<file path="src/sv/lps_pkg.sv">
package lps_pkg;

    localparam int LedCount   = 9;
    localparam int PatternTop = 12;
    localparam int ModSteps   = 8;

    // reciprocal of 100 scaled by 2^19, exact for products below 25600
    localparam int RecipShift = 19;
    localparam logic [12:0] Recip100 = 13'd5243;

    typedef enum logic [2:0] {
        CFG_BASE_RED     = 3'd0,
        CFG_BASE_GREEN   = 3'd1,
        CFG_BASE_BLUE    = 3'd2,
        CFG_GLOBAL_BRI   = 3'd3,
        CFG_FRAME_INT    = 3'd4,
        CFG_ROTATION_INT = 3'd5,
        CFG_UNLOCK_MASK  = 3'd6,
        CFG_RANDOM_SEED  = 3'd7
    } t_cfg_idx;

    typedef enum logic [1:0] {
        KIND_TICK    = 2'd0,
        KIND_HOLD    = 2'd1,
        KIND_RANDOM  = 2'd2,
        KIND_RESUME  = 2'd3
    } t_kind;

    typedef enum logic [3:0] {
        S_IDLE, S_CMD, S_MOD_CMD, S_CHECK, S_MOD_SP1, S_MOD_PAL,
        S_PULSE1, S_PULSE2, S_R10, S_FILL, S_EMIT, S_ROT
    } t_state;

    // controller to datapath
    typedef struct packed {
        logic       latch;
        logic       cmd_exec;
        logic       draw;
        logic       mod_cnt;
        logic [3:0] mod_m;
        logic       pat_load;
        logic       pos_save;
        logic       frame_mark;
        logic       prod1;
        logic       prod2;
        logic       r10_write;
        logic       fill;
        logic       rot;
        logic [3:0] pix;
        logic [1:0] chan;
    } t_cmd;

    // datapath to controller
    typedef struct packed {
        logic [1:0] kind;
        logic [3:0] pattern;
        logic       frame_due;
        logic       mod_done;
    } t_status;

    function automatic logic [31:0] xorshift(input logic [31:0] x);
        logic [31:0] y;
        y = x ^ (x << 13);
        y = y ^ (y >> 17);
        y = y ^ (y << 5);
        return y;
    endfunction

    function automatic logic [23:0] palette(input logic [3:0] idx);
        logic [23:0] c;
        case (idx)
            4'd0:    c = {8'd255, 8'd0,   8'd0};
            4'd1:    c = {8'd255, 8'd127, 8'd0};
            4'd2:    c = {8'd255, 8'd130, 8'd0};
            4'd3:    c = {8'd0,   8'd255, 8'd0};
            4'd4:    c = {8'd0,   8'd0,   8'd255};
            4'd5:    c = {8'd75,  8'd0,   8'd130};
            4'd6:    c = {8'd148, 8'd0,   8'd211};
            4'd7:    c = {8'd255, 8'd255, 8'd255};
            4'd8:    c = {8'd255, 8'd20,  8'd147};
            default: c = 24'd0;
        endcase
        return c;
    endfunction

endpackage

</file>
<file path="src/sv/lps_ctrl.sv">
module lps_ctrl
    import lps_pkg::*;
(
    input  logic    i_clk,
    input  logic    i_rst_n,
    input  logic    i_in_valid,
    output logic    o_in_stall,
    output logic    o_out_valid,
    input  logic    i_out_stall,
    input  t_status i_status,
    output t_cmd    o_cmd
);

    t_state     r_state, n_state;
    logic [3:0] r_pix;
    logic [1:0] r_chan;
    logic       w_in_acc, w_out_acc, w_r10_end;

    assign w_in_acc  = i_in_valid && (r_state == S_IDLE);
    assign w_out_acc = (r_state == S_EMIT) && !i_out_stall;
    assign w_r10_end = (r_pix == 4'(LedCount - 1)) && (r_chan == 2'd2);

    // state register and pixel/channel counters
    always_ff @(posedge i_clk) begin
        if (!i_rst_n) begin
            r_state <= S_IDLE;
            r_pix   <= '0;
            r_chan  <= '0;
        end else begin
            r_state <= n_state;
            if (r_state == S_CHECK || r_state == S_FILL) begin
                r_pix  <= '0;
                r_chan <= '0;
            end else if (r_state == S_R10) begin
                if (r_chan == 2'd2) begin
                    r_chan <= '0;
                    r_pix  <= r_pix + 4'd1;
                end else begin
                    r_chan <= r_chan + 2'd1;
                end
            end else if (w_out_acc) begin
                r_pix <= r_pix + 4'd1;
            end
        end
    end

    // next state
    always_comb begin
        n_state = r_state;
        unique case (r_state)
            S_IDLE: begin
                if (w_in_acc) n_state = (i_status.kind == KIND_TICK) ? S_CHECK : S_CMD;
            end
            S_CMD: begin
                n_state = (i_status.kind == KIND_RANDOM) ? S_MOD_CMD : S_IDLE;
            end
            S_MOD_CMD: begin
                if (i_status.mod_done) n_state = S_IDLE;
            end
            S_CHECK: begin
                if (!i_status.frame_due) n_state = S_ROT;
                else begin
                    case (i_status.pattern)
                        4'd5:         n_state = S_MOD_SP1;
                        4'd8:         n_state = S_PULSE1;
                        4'd9, 4'd12:  n_state = S_MOD_PAL;
                        4'd10:        n_state = S_R10;
                        default:      n_state = S_FILL;
                    endcase
                end
            end
            S_MOD_SP1: begin
                if (i_status.mod_done) n_state = S_MOD_PAL;
            end
            S_MOD_PAL: begin
                if (i_status.mod_done) n_state = S_FILL;
            end
            S_PULSE1: n_state = S_PULSE2;
            S_PULSE2: n_state = S_FILL;
            S_R10: begin
                if (w_r10_end) n_state = S_FILL;
            end
            S_FILL: n_state = S_EMIT;
            S_EMIT: begin
                if (w_out_acc && r_pix == 4'(LedCount - 1)) n_state = S_ROT;
            end
            S_ROT: n_state = S_IDLE;
            default: n_state = S_IDLE;
        endcase
    end

    // command outputs
    always_comb begin
        o_cmd       = '0;
        o_cmd.pix   = r_pix;
        o_cmd.chan  = r_chan;
        o_cmd.mod_m = 4'd10;
        o_cmd.latch = w_in_acc;
        o_in_stall  = (r_state != S_IDLE);
        o_out_valid = (r_state == S_EMIT);
        unique case (r_state)
            S_CMD: begin
                o_cmd.cmd_exec = 1'b1;
                if (i_status.kind == KIND_RANDOM) begin
                    o_cmd.draw  = 1'b1;
                    o_cmd.mod_m = 4'(PatternTop + 1);
                end
            end
            S_MOD_CMD: o_cmd.pat_load = i_status.mod_done;
            S_CHECK: begin
                if (i_status.frame_due) begin
                    o_cmd.frame_mark = 1'b1;
                    case (i_status.pattern)
                        4'd5, 4'd12: o_cmd.draw = 1'b1;
                        4'd9: begin
                            o_cmd.mod_cnt = 1'b1;
                            o_cmd.mod_m   = 4'(LedCount);
                        end
                        default: ;
                    endcase
                end
            end
            S_MOD_SP1: begin
                if (i_status.mod_done) begin
                    o_cmd.pos_save = 1'b1;
                    o_cmd.draw     = 1'b1;
                end
            end
            S_PULSE1: o_cmd.prod1     = 1'b1;
            S_PULSE2: o_cmd.prod2     = 1'b1;
            S_R10:    o_cmd.r10_write = 1'b1;
            S_FILL:   o_cmd.fill      = 1'b1;
            S_ROT:    o_cmd.rot       = 1'b1;
            default: ;
        endcase
    end

endmodule

</file>
<file path="config.mk">
export PLATFORM = sky130hd
export DESIGN_NAME = lps_ctrl
export DESIGN_NICKNAME = d
export VERILOG_FILES = /design/src/sv/lps_pkg.sv /design/src/sv/lps_ctrl.sv
export SDC_FILE = /design/constraint.sdc
export NUM_CORES = 1
export LEC_CHECK = 0
export BUFFER_PORTS_ARGS = -buffer_cell sky130_fd_sc_hd__buf_2
export CAP_MARGIN = 10
export CORE_ASPECT_RATIO = 1.25
export CORE_MARGIN = 2
export CORE_UTILIZATION = 30
export CTS_CLUSTER_SIZE = 30
export DETAILED_ROUTE_END_ITERATION = 16
export REMOVE_ABC_BUFFERS = 1
export SLEW_MARGIN = 20
export SYNTH_ARGS = -nofsm -noshare
export SYNTH_HDL_FRONTEND = slang
export SYNTH_SLANG_ARGS = --single-unit
</file>
<file path="constraint.sdc">
create_clock -name i_clk -period 2.5 [get_ports i_clk]
set_input_delay 0 -clock i_clk [delete_from_list [all_inputs] [get_ports i_clk]]
set_output_delay 0 -clock i_clk [all_outputs]
set_load 0.05 [all_outputs]
</file>
### Word level (Yosys, flattened, before mapping)

Cells that the tools add are included.

| storage, ports and cells | value |
|---|---|
| logic and storage cells | 81 |
| memory bits (writable) | 0 |
| output and inout port bits | 24 |
| memories | 0 |
| register bits after elaboration | 10 |
| memory bits (read-only) | 0 |
| input bits | 12 |
| latch bits | 0 |

| cells by class | value |
|---|---|
| $lt $le $gt $ge | 0 |
| multipliers | 0 |
| div/mod/pow operators | 0 |
| reductions and logical operators | 15 |
| bitwise operators | 1 |
| mux-type cells | 34 |
| eq/ne operators | 26 |
| add/subtract/negate cells | 2 |
| shift operators | 0 |

Operators with widths:

| cell | count |
|---|---|
| $pmux W4 S11 | 1 |
| $mux W4 | 10 |
| $eq A4 B4 Y1 const B | 9 |
| $eq A4 B3 Y1 const B | 5 |
| $pmux W4 S4 | 1 |
| $mux W1 | 14 |
| $ne A2 B2 Y1 const B | 5 |
| $eq A4 B2 Y1 const B | 2 |
| $pmux W4 S2 | 1 |
| $mux W2 | 3 |
| $mux W6 | 1 |
| $reduce_and A6 Y1 | 1 |
| $reduce_or A2 Y1 | 3 |
| $mux W5 | 1 |
| $add A4 B1 Y4 const B | 1 |
| $eq A2 B2 Y1 const B | 2 |
| $eq A4 B1 Y1 const B | 1 |
| $logic_and A1 B1 Y1 | 4 |
| $logic_not A4 Y1 | 1 |
| $ne A2 B1 Y1 const B | 2 |
| $reduce_bool A4 Y1 | 1 |
| $mux W3 | 1 |
| $pmux W1 S3 | 1 |
| $add A2 B1 Y2 const B | 1 |
| other kinds (6) | 6 |

### Logic depth before layout (Yosys ltp)

| logic depth | value |
|---|---|
| depth in word-level cells | 5 |
| gate-level depth with buffers | 6 |
| gate-level depth less buffers | 6 |

### Least setup slack after synthesis

No wires, ideal clock.

| timing path | value |
|---|---|
| path type | reg-to-output |
| start point | register r_state[3] |
| end point | output o_cmd[19] (netlist bit) |
| path buffers | 2 |
| arrival time | 3.012 ns |
| setup slack | -0.512 ns |
| required time | 2.500 ns |
| cell stages (with the launch flop) | 5 |
| cell sequence | dfxtp_1 buf_2 clkbuf_1 nor4b_1 a311o_1 |

RTL lines:

| item | line | source |
|---|---|---|
| start: declaration | lps_ctrl.sv:14 | `t_state r_state, n_state;` |
| start signal: assignment | lps_ctrl.sv:30 | `r_state <= n_state;` |
| end: declaration | lps_ctrl.sv:11 | `output t_cmd o_cmd` |

==> report_table.html <==
<table>
<tr><th>Metric</th><th>Value</th></tr>
<tr><th colspan="2">CTS</th></tr>
<tr><td>CTS tree</td><td>built</td></tr>
<tr><td>Hold_buf cts</td><td>0</td></tr>
<tr><td>Clock Latency Late Sink</td><td>0.26 ns</td></tr>
<tr><td>Num CTS Buffers</td><td>3</td></tr>
<tr><td>Post-CTS Setup Repair Bufs</td><td>0</td></tr>
<tr><td>CTS H-tree lvls</td><td>1</td></tr>
<tr><td>Post-CTS Resized</td><td>0</td></tr>
<tr><td>Number of sinks driven by the clock tree</td><td>10</td></tr>
<tr><td>Clock input transition at the sequential cells of the worst setup and hold paths</td><td>0.06 ns</td></tr>
<tr><td>Bufs on Longest Clock Path</td><td>2</td></tr>
<tr><td>Root Driver</td><td>clkbuf_4</td></tr>
<tr><th colspan="2">Routing</th></tr>
<tr><td>DR iter-0 viols</td><td>23</td></tr>
<tr><td>Average via count per standard cell</td><td>5.07</td></tr>
<tr><td>Post-DRT Antenna Nets</td><td>0</td></tr>
<tr><td>Via Count</td><td>949</td></tr>
<tr><td>Number of iterations in the first detailed-routing pass</td><td>4</td></tr>
<tr><td>Routed wire per std cell</td><td>11.7 µm</td></tr>
<tr><td>Total length of routed wires</td><td>2190 µm</td></tr>
<tr><td>Remaining design rule violation count</td><td>0</td></tr>
<tr><th colspan="2">Floorplan</th></tr>
<tr><td>Die width</td><td>51.9 µm</td></tr>
<tr><td>Vert. Die Dim</td><td>63.9 µm</td></tr>
<tr><td>Initial core utilization</td><td>31.8%</td></tr>
<tr><td>Number of standard-cell rows in the floorplan</td><td>21</td></tr>
<tr><td>I/O pin count</td><td>36</td></tr>
<tr><td>Die Outline Area</td><td>3320 µm²</td></tr>
<tr><td>Placeable core region</td><td>2710 µm²</td></tr>
<tr><th colspan="2">Power</th></tr>
<tr><td>Peak supply drop</td><td>212 µV</td></tr>
<tr><td>Sequential group share of total power</td><td>35.3%</td></tr>
<tr><td>Internal portion of total power</td><td>0.308 mW</td></tr>
<tr><td>Portion of total power attributed to the clock network</td><td>27.8%</td></tr>
<tr><td>Fraction of power spent switching nets</td><td>40.3%</td></tr>
<tr><td>Power per unit of standard cell area</td><td>482 nW/µm²</td></tr>
<tr><td>Combinational share of power</td><td>36.8%</td></tr>
<tr><td>Leakage Power</td><td>0.521 nW</td></tr>
<tr><td>Total power consumption of the routed design</td><td>0.516 mW</td></tr>
<tr><td>Net switching power</td><td>0.208 mW</td></tr>
<tr><th colspan="2">Setup path</th></tr>
<tr><td>Critical Path RT</td><td>2.50 ns</td></tr>
<tr><td>Crit path depth</td><td>6</td></tr>
<tr><td>Crit path buf inv count</td><td>2</td></tr>
<tr><td>Setup slack, reg-to-reg</td><td>0.61 ns</td></tr>
<tr><td>Largest delay contributor family on the critical path</td><td>simple AND/OR/NAND/NOR gates</td></tr>
<tr><td>Capture instance of the worst register-to-register path</td><td>r_pix[3]$_SDFFE_PP0P_</td></tr>
<tr><td>Worst setup SP type</td><td>register</td></tr>
<tr><td>Crit path kind</td><td>register to output port</td></tr>
<tr><td>Critical path's slowest cell</td><td>dfxtp_1</td></tr>
<tr><td>Arrival time of the worst setup path</td><td>2.04 ns</td></tr>
<tr><td>Crit path max fanout</td><td>21</td></tr>
<tr><td>Worst flop-to-flop path startpoint</td><td>r_state[3]$_SDFFE_PN0P_</td></tr>
<tr><td>Category of the worst setup path capture point</td><td>output port</td></tr>
<tr><td>Peak per-stage delay on the critical path</td><td>0.51 ns</td></tr>
<tr><td>Cell depth of the worst flop-to-flop path</td><td>5</td></tr>
<tr><td>CP Cell Sequence</td><td>nand2b_1 -&gt; or3_1 -&gt; nor3_1 -&gt; nor2_1 -&gt; inv_2 -&gt; buf_2</td></tr>
<tr><th colspan="2">Logic synthesis</th></tr>
<tr><td>Post-Synthesis Mean Instance Area</td><td>7.06 µm²</td></tr>
<tr><td>Area share of the leading cell type in the synthesized netlist</td><td>23.3%</td></tr>
<tr><td>Total standard cell area after synthesis</td><td>861 µm²</td></tr>
<tr><td>Cell count after synthesis</td><td>122</td></tr>
<tr><td>Sequential-to-total area share from yosys stat</td><td>23.3%</td></tr>
<tr><td>Register bit count reported by yosys</td><td>10</td></tr>
<tr><td>Top FF cell, synth</td><td>dfxtp_1</td></tr>
<tr><td>Ys Warns</td><td>0</td></tr>
<tr><td>Largest cells by area after synthesis</td><td>dfxtp_1 (23%), nor2_1 (7.4%), and3_1 (5.8%), nand2_1 (5.2%), nand2b_1 (5.1%)</td></tr>
<tr><td>Area leader, netlist</td><td>dfxtp_1</td></tr>
<tr><td>Unique cell type count in the Yosys netlist</td><td>37</td></tr>
<tr><td>Number of synthesized flops with an enable pin</td><td>0</td></tr>
<tr><td>Post-synth ARST share</td><td>0%</td></tr>
<tr><th colspan="2">STA</th></tr>
<tr><td>Max-slew violations</td><td>0</td></tr>
<tr><td>Count of endpoints failing setup in the final report</td><td>0</td></tr>
<tr><td>Worst hold slack across all endpoints</td><td>0.0233 ns</td></tr>
<tr><td>Headroom to the max-slew limit</td><td>54.0%</td></tr>
<tr><td>Transition time at the pin with the least slew margin</td><td>0.683 ns</td></tr>
<tr><td>Share of the cycle needed by the critical path after routing</td><td>81.6%</td></tr>
<tr><td>Worst setup slack after layout</td><td>0.459 ns</td></tr>
<tr><td>Unrepaired setup endpoints after global routing</td><td>no</td></tr>
<tr><td>Skew final</td><td>0.00163 ns</td></tr>
<tr><td>Min Clock Period, post-route</td><td>2.04 ns</td></tr>
<tr><td>Number of hold-slack violations in the final timing report</td><td>0</td></tr>
<tr><td>Setup TNS</td><td>0 ns</td></tr>
<tr><td>Peak clock frequency supported by timing</td><td>490 MHz</td></tr>
<tr><th colspan="2">Placed design</th></tr>
<tr><td>Routability-driven placement congestion ratio</td><td>0.812</td></tr>
<tr><td>Number of instances in the placed design</td><td>183</td></tr>
<tr><td>Post-place setup slack</td><td>0.644 ns</td></tr>
<tr><td>Input/output buffers</td><td>34</td></tr>
<tr><td>Half-perimeter wire length after placement</td><td>1710 µm</td></tr>
<tr><td>Placement-stage cell area</td><td>1030 µm²</td></tr>
<tr><th colspan="2">Global routing</th></tr>
<tr><td>Vias in the first global route</td><td>935</td></tr>
<tr><td>Global-route wire length before repair</td><td>3870 µm</td></tr>
<tr><td>GRT Total Usage</td><td>14.8%</td></tr>
<tr><td>Largest net degree at the start of global routing</td><td>22</td></tr>
<tr><td>Initial antenna violation count</td><td>0</td></tr>
<tr><td>Remaining global-route overflow</td><td>0</td></tr>
<tr><th colspan="2">Status</th></tr>
<tr><td>Outcome</td><td>finished, final reports clean</td></tr>
<tr><th colspan="2">Finish</th></tr>
<tr><td>Area Growth Syn to Fin</td><td>24.1%</td></tr>
<tr><td>Antenna diode count</td><td>0</td></tr>
<tr><td>Final cell area excluding filler cells</td><td>1070 µm²</td></tr>
<tr><td>Ratio of cells with drive above 1 in the final layout</td><td>27.5%</td></tr>
<tr><td>Share of the core filled with cells in the final layout</td><td>39.5%</td></tr>
<tr><td>Post-layout net count</td><td>168</td></tr>
<tr><td>Fin cells</td><td>187</td></tr>
<tr><th colspan="2">Min path</th></tr>
<tr><td>WHS Endpoint</td><td>r_state[1]$_SDFFE_PN0P_</td></tr>
<tr><td>Worst hold stages</td><td>3</td></tr>
<tr><td>Hold Crit Start</td><td>i_rst_n</td></tr>
<tr><td>Min-delay worst type</td><td>primary input to register</td></tr>
<tr><th colspan="2">Flow run</th></tr>
<tr><td>Max-Cap Viols</td><td>0</td></tr>
</table>
Yosys cell counts, drive strengths merged (3+ instances only):
library cell,instances
nor2b,4
a211oi,3
inv,6
nand2,12
o21ai,9
nor2,17
xor2,4
a21oi,6
dfxtp,10
buf,6
nor3,5
nand2b,7
and3,8
layout by cell type, fill, tap and decap left out, types with 3 or more instances in the layout:
master	netlist	final
buf_2	3	34
nor2_1	17	17
nand2_1	12	12
dfxtp_1	10	10
and3_1	8	8
nand2b_1	7	7
o21ai_0	7	7
inv_1	5	5
nor3_1	5	5
a21oi_1	5	5
nor2b_1	4	4
xor2_1	4	4
a211oi_1	3	3
clkbuf_4	0	3
cells by family (layout without fill, tap and decap cells):
family                     Yosys count  after routing  share of synthesized area (%)
AOI/OAI and AO/OA                   25             25                           19.5
xor gates and xnor gates             6              6                           6.10
adders and majority gates            2              2                           2.91
buffers and inverters               14             45                           8.28
DFF                                 10             10                           23.3
muxes                                2              2                           2.33
other                                1              1                          0.436
and+or+nand+nor                     62             62                           37.2
state kept, by name (all words and copies together) (netlist names):
name	count
r_chan	2
r_pix	4
r_state	4
worst max-delay path by stage:
stage	startpoint	to	slack (ns)
floorplan	r_state[1]$_SDFFE_PN0P_	o_cmd[14]	-0.73
global placement	r_state[3]$_SDFFE_PN0P_	r_pix[3]$_SDFFE_PP0P_	0.72
detailed placement	r_state[3]$_SDFFE_PN0P_	r_pix[3]$_SDFFE_PP0P_	0.64
CTS	r_state[0]$_SDFFE_PN0P_	o_cmd[14]	0.45
global route	r_state[0]$_SDFFE_PN0P_	o_cmd[14]	0.28
finish	r_state[3]$_SDFFE_PN0P_	o_cmd[14]	0.46
power groups by stage:
stage	logic (mW)	registers [mW]	clock network, mW
floorplan	0.136	0.185	0
global placement	0.189	0.184	0
detailed placement	0.190	0.185	0
CTS	0.190	0.182	0.149
global route	0.207	0.184	0.158
finish	0.190	0.182	0.143
layout make-up:
| cell class | count | area, µm² |
|---|---|---|
| inverters | 6 | 22.5 |
| fillers | 293 | 1640 |
| repair buffers | 35 | 178 |
| multi-input cells | 98 | 589 |
| clock buffers | 4 | 36.3 |
| well taps | 34 | 42.5 |
| flip-flops and latches | 10 | 200 |
worst register-to-register path, stage by stage, from the launching register on:
cell and delay, ns:
dfxtp_1 0.74, or3b_4 0.50, a21oi_4 0.18, nand4_1 0.13, xor2_1 0.15, nor2_1 0.06
per-layer routing:
metal	track usage, %	vias up	routed length, µm
li1	-	483	-
met1	17.1	428	982
met2	25.9	34	1030
met3	2.57	4	136
met4	6.25	0	36
met5	0	-	0
(Power assumes the default switching activity.)
